**config.mk**
```make
export PLATFORM = sky130hd
export DESIGN_NAME = acktq_ram
export DESIGN_NICKNAME = d
export VERILOG_FILES = /design/src/rtl/core/acktq_ram.sv
export SDC_FILE = /design/constraint.sdc
export NUM_CORES = 1
export LEC_CHECK = 0
export ABC_CLOCK_PERIOD_IN_PS = 1650
export BUFFER_PORTS_ARGS = -buffer_cell sky130_fd_sc_hd__buf_2
export CAP_MARGIN = 20
export CORE_MARGIN = 2
export CORE_UTILIZATION = 54
export CTS_CLUSTER_DIAMETER = 40
export DETAILED_ROUTE_END_ITERATION = 8
export GPL_TIMING_DRIVEN = 1
export PLACE_DENSITY = 0.74
export SYNTH_ARGS = -nofsm -noshare
export SYNTH_HDL_FRONTEND = slang
export SYNTH_SLANG_ARGS = --single-unit
export TNS_END_PERCENT = 10
```
**constraint.sdc**
```tcl
create_clock -name aclk -period 1.65 [get_ports aclk]
set_input_delay 0.0825 -clock aclk [delete_from_list [all_inputs] [get_ports aclk]]
set_output_delay 0.0825 -clock aclk [all_outputs]
set_load 0.005 [all_outputs]
```
**src/rtl/core/acktq_ram.sv**
```systemverilog
// Generic single-port-write, single-port-read RAM with registered read.
// Depends on nothing.
`default_nettype none
module acktq_ram #(
    parameter int WIDTH = 8,
    parameter int DEPTH = 16
) (
    input  wire logic                     aclk,
    input  wire logic                     wr_en,
    input  wire logic [$clog2(DEPTH)-1:0] wr_addr,
    input  wire logic [WIDTH-1:0]         wr_data,
    input  wire logic [$clog2(DEPTH)-1:0] rd_addr,
    output logic      [WIDTH-1:0]         rd_data
);
    logic [WIDTH-1:0] mem [DEPTH];

    always_ff @(posedge aclk) begin
        if (wr_en) begin
            mem[wr_addr] <= wr_data;
        end
        rd_data <= mem[rd_addr];
    end
endmodule
`default_nettype wire

```
# Word level (Yosys, flattened, before mapping)
# Memory sizes are Yosys's and may differ from the RTL's. A register that Yosys moved wholly into a read port is not among the register bits.
# Cells that the tools add are included.
[totals]
memories = 1
out_inout_bits = 8
wordCells = 3
register_bits = 0
mem_bits_rw = 128
inputBits = 18
[memory_table]
columns = ["name", "depth", "width", "rd", "rd_clocked_by_memory_dff", "write_ports", "line", "rtl"]
rows = [
  ["mem", 16, 8, 1, 1, 1, "15", "logic [WIDTH-1:0] mem [DEPTH];"],
]
[classes]
n_mux = 2
[op_table]
columns = ["op", "count"]
rows = [
  ["$mux W1", 2],
]

# Depth between registers and ports, before layout
# Gate-level depths: netlist of run 1.
[logic_depth]
ltp_word = 2
ltp_mapped = 5
mapped_depth_nobuf = 3

# Worst setup path after synthesis of run 1
# Ideal clock, no wire load.
[synth_timing]
path_type = "in2reg"
start = "input wr_addr[2]"
end = "memory mem[0][0] (enable)"
t_arrival_ns = 1.192
path_buffers = 0
path_stages = 2
required_time_ns = 1.267
setup_ns = 0.383
slack_ns = 0.075
path_cell_list = "or3b_2 nor3_1"
[synth_rtl]
columns = ["element", "line", "rtl"]
rows = [
  ["start, declared", "10", "input wire logic [$clog2(DEPTH)-1:0] wr_addr,"],
  ["end, declared", "15", ""],
]
# No word-level cell before the write port.

==> results.yml, run 1 <==
clock_network:
  htreeDepth: 4
  clock_latency_ns: 0.51
  numCtsBuffers: 17
  clock_path_buffers: 2
  root_buffer: "clkbuf_8"
  cts_tree: "done"
  cts.sinks: 136
  clk_pin_slew_worst_paths_ns: 0.06
pwr:
  p_leak_nw: 2.180
  p_int_w: 0.006694
  power_frac_comb: 0.045
  vdd_drop_max_mv: 0.6567
  p_sw_w: 0.001619
  swShare: 0.1948
  p_clk_frac: 0.488
  p_seq_frac: 0.467
  powerDensity_nw_per_um2: 1321
route:
  wl_per_cell_um: 22.50
  antenna_left: 0
  routed_wl_mm: 9.857
  dr.pass1.iters: 4
  drt_iter0_drc: 174
  vias: 2547
  drcViolationCount: 0
  viasPerCell: 5.815
logic_synthesis:
  synth_nets: 247
  ys_seq_area_frac: 0.7778
  avgSynthCellArea_um2: 22.48
  synth_area_um2: 5147
  ys_seq_elements: 136
  synth_cells: 229
  async_flop_share: 0
  ys.flop_type: "edfxtp_1"
  synth_cell_types: 19
  synth-edff-count: 128
  yosysWarnings: 0
grt:
  overflow: 0
  track_usage: 0.2160
  first_global_vias: 2570
  grt_max_degree: 20
  grt_antenna_before_repair: 0
  grt_pass1_wl_mm: 15.17
hold_path:
  min_path_type: "in2reg"
  min_to: "mem[0][5]"
  whs_path_depth: 3
  worstHoldStart: "wr_addr[0]"
critical_path:
  crit_fanout: 1
  slowest_stage: "mux4_1"
  cp_cell_sequence: "mux4_1, a22oi_1, nand2_1"
  reg2regPathDepth: 3
  setup.worst_path.class: "reg2reg"
  arrival_ns: 1.79
  cp.depth: 3
  slowest_delay_ns: 0.51
  critPathLaunchType: "flop"
  cp-startpoint: "mem[1][1]"
  end_kind: "flop"
  critPathTopFamily: "multiplexers"
  crit_required_ns: 2.05
  rr_startpoint: "mem[1][1]"
  rr_endpoint: "rd_data[1]"
  crit_buf_inv: 0
  r2r_slack_ns: 0.26
placement:
  dp.cells: 398
  dp_hpwl_mm: 6.056
  place_area_um2: 5560
  routabilityCongestion: 0.7617
  io_buffers: 25
  dp_slack_ns: 0.1393
floorplanning:
  core_um2: 9240
  design.die.area_um2: 10330
  die_h_um: 101.6
  start_util: 0.5571
  chipWidth_um: 101.6
  rows: 35
  num_io_pins: 26
timing:
  worst_slack_ns: 0.2550
  rsz0062_at_grt: "false"
  min_period_ns: 1.395
  finalHoldViolCount: 0
  fin_crit_sh: 0.8454
  tightest_slew_ns: 0.4147
  setup_viol: 0
  fmax_mhz: 716.9
  slew-limit-headroom: 0.7236
  drv_slew: 0
  setup-tns-final_ns: 0
  fin_skew_ns: 0.004817
cells_and_area:
  drive_gt1_frac: 0.3269
  nFillCells: 571
  diodes: 0
  nNetsFinal: 314
  stdcell_count: 438
  postLayoutCellArea_um2: 6291
  syn_to_final_growth_pct: 22.22
run:
  maxCapViolCount: 0
status:
  outcome: "finished clean"
[timing repair]
| action | 4_1_cts | 5_1_grt |
|---|---|---|
| hold endpoints to repair | 128 | 0 |
| setup buffers | 0 | 0 |
| gates resized for setup | 0 | 0 |
| hold buffers | 8 | 0 |
[cell families after synthesis]
family	after synthesis	synth area share
simple gates	35	0.03184
compound gates	16	0.02334
flops	136	0.7778
buf+inv	10	0.01677
mux	32	0.1502
[per-layer routing]
layer  part of all wire  vias to the layer above  GRT usage
li1                   -                     1113          -
met1               0.40                     1293     0.2993
met2               0.50                      125     0.3229
met3              0.076                       16    0.07108
met4              0.024                        0    0.08524
met5                  0                        -          0
[worst min-delay path, cell delays in order]
cell and delay [ns]:
buf_2 0.15, nor3_1 0.09, buf_4 0.14
[registers in the layout, summed over array words and instances, names as in the netlist]
name	flops
rd_data	8
mem	128
[cells in the mapped netlist (2+ instances only)]
| cell type | count | area [µm²] |
|---|---|---|
| edfxtp_1 | 128 | 3844 |
| mux4_2 | 18 | 405.4 |
| a22oi_1 | 16 | 120.1 |
| mux4_1 | 14 | 367.9 |
| nor2_1 | 13 | 48.80 |
| nand2_1 | 9 | 33.78 |
| dfxtp_1 | 8 | 160.2 |
| nor3_1 | 4 | 20.02 |
| buf_2 | 3 | 15.01 |
| buf_6 | 3 | 33.78 |
| clkdlybuf4s25_2 | 3 | 30.03 |
| nand2b_1 | 2 | 12.51 |
| nand3b_1 | 2 | 15.01 |
[worst max-delay path by stage]
stage | to | slack (ns)
global placement | rd_data[7] | 0.12
floorplan | mem[0][0] | 0.07
finish | rd_data[1] | 0.26
CTS | rd_data[7] | 0.27
detailed placement | rd_data[7] | 0.14
global route | rd_data[4] | 0.21
[final cells by class]
cell class | count | area (µm²) | area share
Multi-Input combinational cell | 83 | 1057 | 0.1681
Tap cell | 129 | 161.4 | 0.02566
Sequential cell | 136 | 4004 | 0.6364
Clock buffer | 18 | 427.9 | 0.06802
Timing Repair Buffer | 58 | 417.9 | 0.06643
Clock inverter | 14 | 222.7 | 0.03540
[cells in the final DEF (no fill, tap or decap)]
master and n:
nor2_1 13, nor2b_1 1, inv_6 1, dfxtp_1 8
clkinv_2 1, clkinv_4 5, bufinv_16 5, nand2_1 9
and2b_1 1, clkbuf_16 16, or3b_2 1, buf_2 25
edfxtp_1 128, nor3_1 4, mux4_1 14, mux4_2 18
nand3b_1 2, buf_12 2, a22oi_1 16, nand3_1 1
dlygate4sd3_1 8, buf_4 23, clkbuf_8 2, nand2b_1 2
and2_1 1, clkinvlp_4 2
[power by group through the flow]
stage | registers, W | clock network, W | logic [W]
after global placement | 0.00396 | 0 | 0.000354
after global routing | 0.00389 | 0.00426 | 0.000411
final | 0.00389 | 0.00405 | 0.000375
after CTS | 0.00389 | 0.00409 | 0.000379
after detailed placement | 0.00396 | 0 | 0.000362
after floorplan | 0.00395 | 0 | 0.000196
[metrics by stage]
| step | hold slack, ns | utilization | power [W] |
|---|---|---|---|
| global route | 0.08892 | 0.6808 | 0.008563 |
| finish | 0.1087 | 0.6808 | 0.008313 |
| floorplan | 0.1814 | - | 0.004148 |
| CTS | 0.07841 | 0.6808 | 0.008356 |
| global placement | 0.4602 | 0.6018 | 0.004310 |
| detailed placement | 0.4569 | 0.6018 | 0.004320 |
Power figures use the tool's default switching activity.
==> run 2: changes to the inputs <==
ABC_AREA = 1   (was not set)
ABC_CLOCK_PERIOD_IN_PS = 1400   (was 1650)
CORE_UTILIZATION = 57   (was 54)
PLACE_DENSITY = 0.75   (was 0.74)
clock period = 1.4 ns   (was 1.65 ns; I/O delays follow)
==> results.yml, run 2 <==
status:
  outcome: "finished clean"
timing:
  fin_skew_ns: 0.005295
  slew-limit-headroom: 0.6421
  fmax_mhz: 807.3
  drv_slew: 0
  setup_viol: 0
  rsz0062_at_grt: "false"
  tightest_slew_ns: 0.5362
  min_period_ns: 1.239
  finalHoldViolCount: 0
  worst_slack_ns: 0.1613
  fin_crit_sh: 0.8848
  setup-tns-final_ns: 0
logic_synthesis:
  async_flop_share: 0
  synth_cells: 551
  synthAdderAreaFrac: 0
  yosysMostFrequentCell: "nand2_1"
  synthMuxAreaShare: 0
  synth_top_family_by_area: "simple AND/OR/NAND/NOR gates"
  ys_top_cells_by_area: "edfxtp_1 67%, nand2_1 11%, nand3_1 8.4%"
  ys.flop_type: "edfxtp_1"
  synth_commonest_cells: "173 x nand2_1, 128 x edfxtp_1, 100 x inv_1, 97 x nand3_1, 17 x nor2_1"
  ys_seq_elements: 136
  avgSynthCellArea_um2: 10.47
  synth_nets: 569
  synth_cell_types: 12
  synth_top_cell_by_area: "edfxtp_1"
  synth_simple_gate_area_frac: 0.2105
  synthXorXnorAreaFrac: 0
  yosys.area.top_type_share: 0.6665
  ys_seq_area_frac: 0.6943
  synth-edff-count: 128
  yosysWarnings: 0
  synth_area_um2: 5767
  synth-compound-area-share: 0
route:
  antenna_left: 0
  drcViolationCount: 0
  dr.pass1.iters: 5
  routed_wl_mm: 12.79
  vias: 3864
  viasPerCell: 5.159
  drt_iter0_drc: 299
  wl_per_cell_um: 17.07
placement:
  routabilityCongestion: 0.8091
  io_buffers: 25
  dp_slack_ns: 0.2235
  dp_hpwl_mm: 7.923
floorplanning:
  num_io_pins: 26
  core_um2: 9819
  chipWidth_um: 104.6
  start_util: 0.5873
  rows: 36
  design.die.area_um2: 10940
  die_h_um: 104.6
clock_network:
  clk_pin_slew_worst_paths_ns: 0.06
  clock_latency_ns: 0.51
  cts.sinks: 136
  cts_tree: "done"
  root_buffer: "clkbuf_8"
  clock_path_buffers: 2
  numCtsBuffers: 17
  htreeDepth: 4
  cts_setup_buffers: 0
  cts_resized: 0
critical_path:
  cp.depth: 6
  end_kind: "flop"
  crit_fanout: 16
  crit_buf_inv: 3
  critPathTopFamily: "buffers and inverters"
  rr_startpoint: "mem[3][2]"
  r2r_slack_ns: 0.39
  reg2regPathDepth: 6
  slowest_stage: "dlygate4sd3_1"
  critical_path.most_common_cell: "nand3_1"
  rr_endpoint: "rd_data[2]"
  cp-startpoint: "rd_addr[2]"
  setup.worst_path.class: "in2reg"
  arrival_ns: 1.64
  critPathLaunchType: "input pin"
  crit_required_ns: 1.80
  crit_path_end: "rd_data[2]"
  slowest_delay_ns: 0.53
  cp_cell_sequence: "dlygate4sd3_1, buf_2, inv_1, nand3_1, nand3_1, nand2_1"
grt:
  grt_max_degree: 65
  first_global_vias: 3780
  track_usage: 0.2491
  overflow: 0
  grt_antenna_before_repair: 0
  grt_pass1_wl_mm: 20.20
run:
  maxCapViolCount: 0
pwr:
  p_sw_w: 0.002022
  p_clk_frac: 0.444
  p_seq_frac: 0.494
  swShare: 0.2179
  vdd_drop_max_mv: 0.8251
  p_leak_nw: 2.951
  p_int_w: 0.007256
  powerDensity_nw_per_um2: 1377
  power_frac_comb: 0.062
cells_and_area:
  largestRegisters: "mem (128), rd_data (8)"
  post-route-util: 0.6864
  layout_common_cells: "173 x nand2_1, 128 x edfxtp_1, 100 x inv_1"
  syn_to_final_growth_pct: 16.88
  mostFrequentLayoutCell: "nand2_1"
  largest-register: "mem"
  nNetsFinal: 622
  diodes: 0
  drive_gt1_frac: 0.1266
  largest_reg_flops: 128
hold_path:
  min_path_type: "in2reg"
## run 2: cell types whose count changed after synthesis, moves of 4 or more
cell,change
buf_2,+10
a22oi_1,-16
mux4_1,-14
nor3_1,-4
nand2_1,+164
nor2_1,+4
nand3_1,+96
mux4_2,-18
inv_1,+100
## run 2: layout make-up
type	count	area (µm²)
timing repair buffer	58	422.9
multi-input combinational	289	1214
fill	748	3079
sequential	136	4004
tap	133	166.4
clock buffer	19	421.7
clock inverter	12	128.9
inverter	102	382.9
## run 2: worst min-delay path, delay by kind of cell
kind / cells / cell delay [ns]
buffers and inverters: 1 / 0.19
AND/OR/NAND/NOR: 4 / 0.31
## run 2: cell families (layout without fill, tap and decap cells)
group                  count (synthesis)  after routing
AND/OR/NAND/NOR                      289            289
buffers and inverters                126            191
flip-flops                           136            136
## run 2: per-stage QoR
stage	hold WS, ns	cell area [µm²]	power [W]	cells
floorplan	0.1689	5767	0.004982	551
global placement	0.4481	6090	0.005196	708
detailed placement	0.4498	6090	0.005219	708
CTS	0.08584	6740	0.009322	749
global route	0.1361	6740	0.009560	749
finish	0.09984	6740	0.009278	749
## run 2: power groups by stage
stage | combinational (W) | sequential (W) | clock (W)
after detailed placement | 0.000550 | 0.00467 | 0
after global placement | 0.000531 | 0.00467 | 0
after floorplan | 0.000321 | 0.00466 | 0
after global routing | 0.000637 | 0.00459 | 0.00433
final | 0.000574 | 0.00458 | 0.00412
after CTS | 0.000576 | 0.00458 | 0.00416
## run 2: repair_timing
action                     4_1_cts  5_1_grt
setup endpoints to repair        0        0
hold buffers                    10        0
hold endpoints to repair       136        0
## run 2: layer usage
| metal | share of wire | up-vias | track usage |
|---|---|---|---|
| met5 | 0 | - | 0 |
| met4 | 0.020 | 0 | 0.08857 |
| met3 | 0.071 | 19 | 0.04679 |
| met2 | 0.50 | 145 | 0.4048 |
| met1 | 0.41 | 1822 | 0.3402 |
| li1 | - | 1878 | - |
## run 2: how the worst min path moves through the flow
stage	depth (start not counted)	from	to	slack, ns
2_1_floorplan	0	wr_data[0]	mem[0][0]	0.17
3_5_place_dp	3	rd_addr[3]	rd_data[2]	0.45
5_1_grt	5	rd_addr[1]	rd_data[2]	0.14
4_1_cts	5	rd_addr[1]	rd_data[2]	0.09
3_3_place_gp	1	rd_data[2]	rd_data[2]	0.45
6_report	5	rd_addr[1]	rd_data[2]	0.1
==> run 3: changes to the inputs <==
REMOVE_ABC_BUFFERS = 1   (was not set)
SLEW_MARGIN = 20   (was not set)
==> results.yml, run 3 (synthesis gave the netlist of run 2 again) <==
critical_path:
  crit_buf_inv: 1
  critPathTopFamily: "flip-flops"
  critPathLaunchType: "flop"
  end_kind: "output pin"
  setup.worst_path.class: "reg2out"
  crit_required_ns: 1.33
  cp_cell_sequence: "buf_2"
  slowest_delay_ns: 0.38
  arrival_ns: 1.03
  crit_fanout: 1
  slowest_stage: "dfxtp_1"
grt:
  grt_antenna_before_repair: 0
  overflow: 0
  track_usage: 0.2454
  grt_max_degree: 65
  first_global_vias: 3965
  grt_pass1_wl_mm: 20.00
placement:
  routabilityCongestion: 0.8426
  dp.cells: 713
  dp_hpwl_mm: 7.816
  io_buffers: 25
status:
  outcome: "finished clean"
hold_path:
  min_path_type: "in2reg"
cells_and_area:
  mostFrequentLayoutCell: "nand2_1"
  largest_reg_flops: 128
  syn_to_final_growth_pct: 17.49
  drive_gt1_frac: 0.1256
  layout_common_cells: "173 x nand2_1, 128 x edfxtp_1, 100 x inv_1"
  largestRegisters: "mem (128), rd_data (8)"
  nNetsFinal: 626
  largest-register: "mem"
  post-route-util: 0.6900
  diodes: 0
  stdcell_count: 754
floorplanning:
  die_h_um: 104.6
  design.die.area_um2: 10940
  num_io_pins: 26
  core_um2: 9819
  rows: 36
  chipWidth_um: 104.6
  start_util: 0.5873
timing:
  setup_viol: 0
  drv_slew: 0
  rsz0062_at_grt: "false"
  min_period_ns: 1.098
  tightest_slew_ns: 0.3896
  setup-tns-final_ns: 0
  slew-limit-headroom: 0.7402
  finalHoldViolCount: 0
  fin_crit_sh: 0.7842
  fin_skew_ns: 0.004861
  hold_slack_ns: 0.1119
  fmax_mhz: 910.9
pwr:
  p_leak_nw: 2.972
  vdd_drop_max_mv: 0.9564
  powerDensity_nw_per_um2: 1350
  power_w: 0.009150
clock_network:
  cts_resized: 0
  cts.sinks: 136
  clock_latency_ns: 0.52
  root_buffer: "clkbuf_8"
  numCtsBuffers: 17
  cts_tree: "done"
  clk_pin_slew_worst_paths_ns: 0.06
  htreeDepth: 4
  cts_setup_buffers: 0
  clock_path_buffers: 2
route:
  vias: 3898
  dr.pass1.iters: 5
  drt_iter0_drc: 379
  routed_wl_mm: 12.39
  wl_per_cell_um: 16.43
  drcViolationCount: 0
  antenna_left: 0
  viasPerCell: 5.170
run:
  maxCapViolCount: 0
[run 3: repair_timing]
action,4_1_cts,5_1_grt
endpoints found under the setup margin,0,0
endpoints found under the hold margin,135,0
hold buffers,9,0
[run 3: report_power, final]
| part | internal [W] | total, W | switching, W |
|---|---|---|---|
| Sequential | 0.00455 | 0.00458 | 0.0000279 |
| Clock | 0.00248 | 0.00399 | 0.00151 |
| Combinational | 0.000196 | 0.000578 | 0.000382 |
[run 3: worst paths after layout]
check          endpoint  depth (start not counted)  slack (ns)        from
max reg2reg  rd_data[5]                          6        0.41   mem[9][5]
min reg2reg  rd_data[2]                          6        0.68   mem[6][2]
max          rd_data[5]                          1        0.30  rd_data[5]
min          rd_data[4]                          5        0.11  rd_addr[2]
[run 3: cell type report]
cell class                 instances  area, µm²
sequential                       136       4004
fill                             733       3044
multi-input combinational        289       1214
timing repair buffer              62      475.5
clock buffer                      19      421.7
inverter                         102      382.9
tap                              133      166.4
clock inverter                    13      111.4
[run 3: routing by layer]
metal / up-vias / track usage / part of all wire
met4: 0 / 0.1048 / 0.021
met3: 27 / 0.05427 / 0.075
met1: 1820 / 0.3239 / 0.40
li1: 1888 / - / -
met5: - / 0 / 0
met2: 163 / 0.3964 / 0.50
[run 3: per-stage QoR]
stage,instance area (µm²),setup slack (ns)
6_report,6775,0.3022
5_1_grt,6775,0.2709
3_5_place_dp,6152,0.2239
4_1_cts,6775,0.2786
2_1_floorplan,5600,0.3495
3_3_place_gp,6152,0.3303
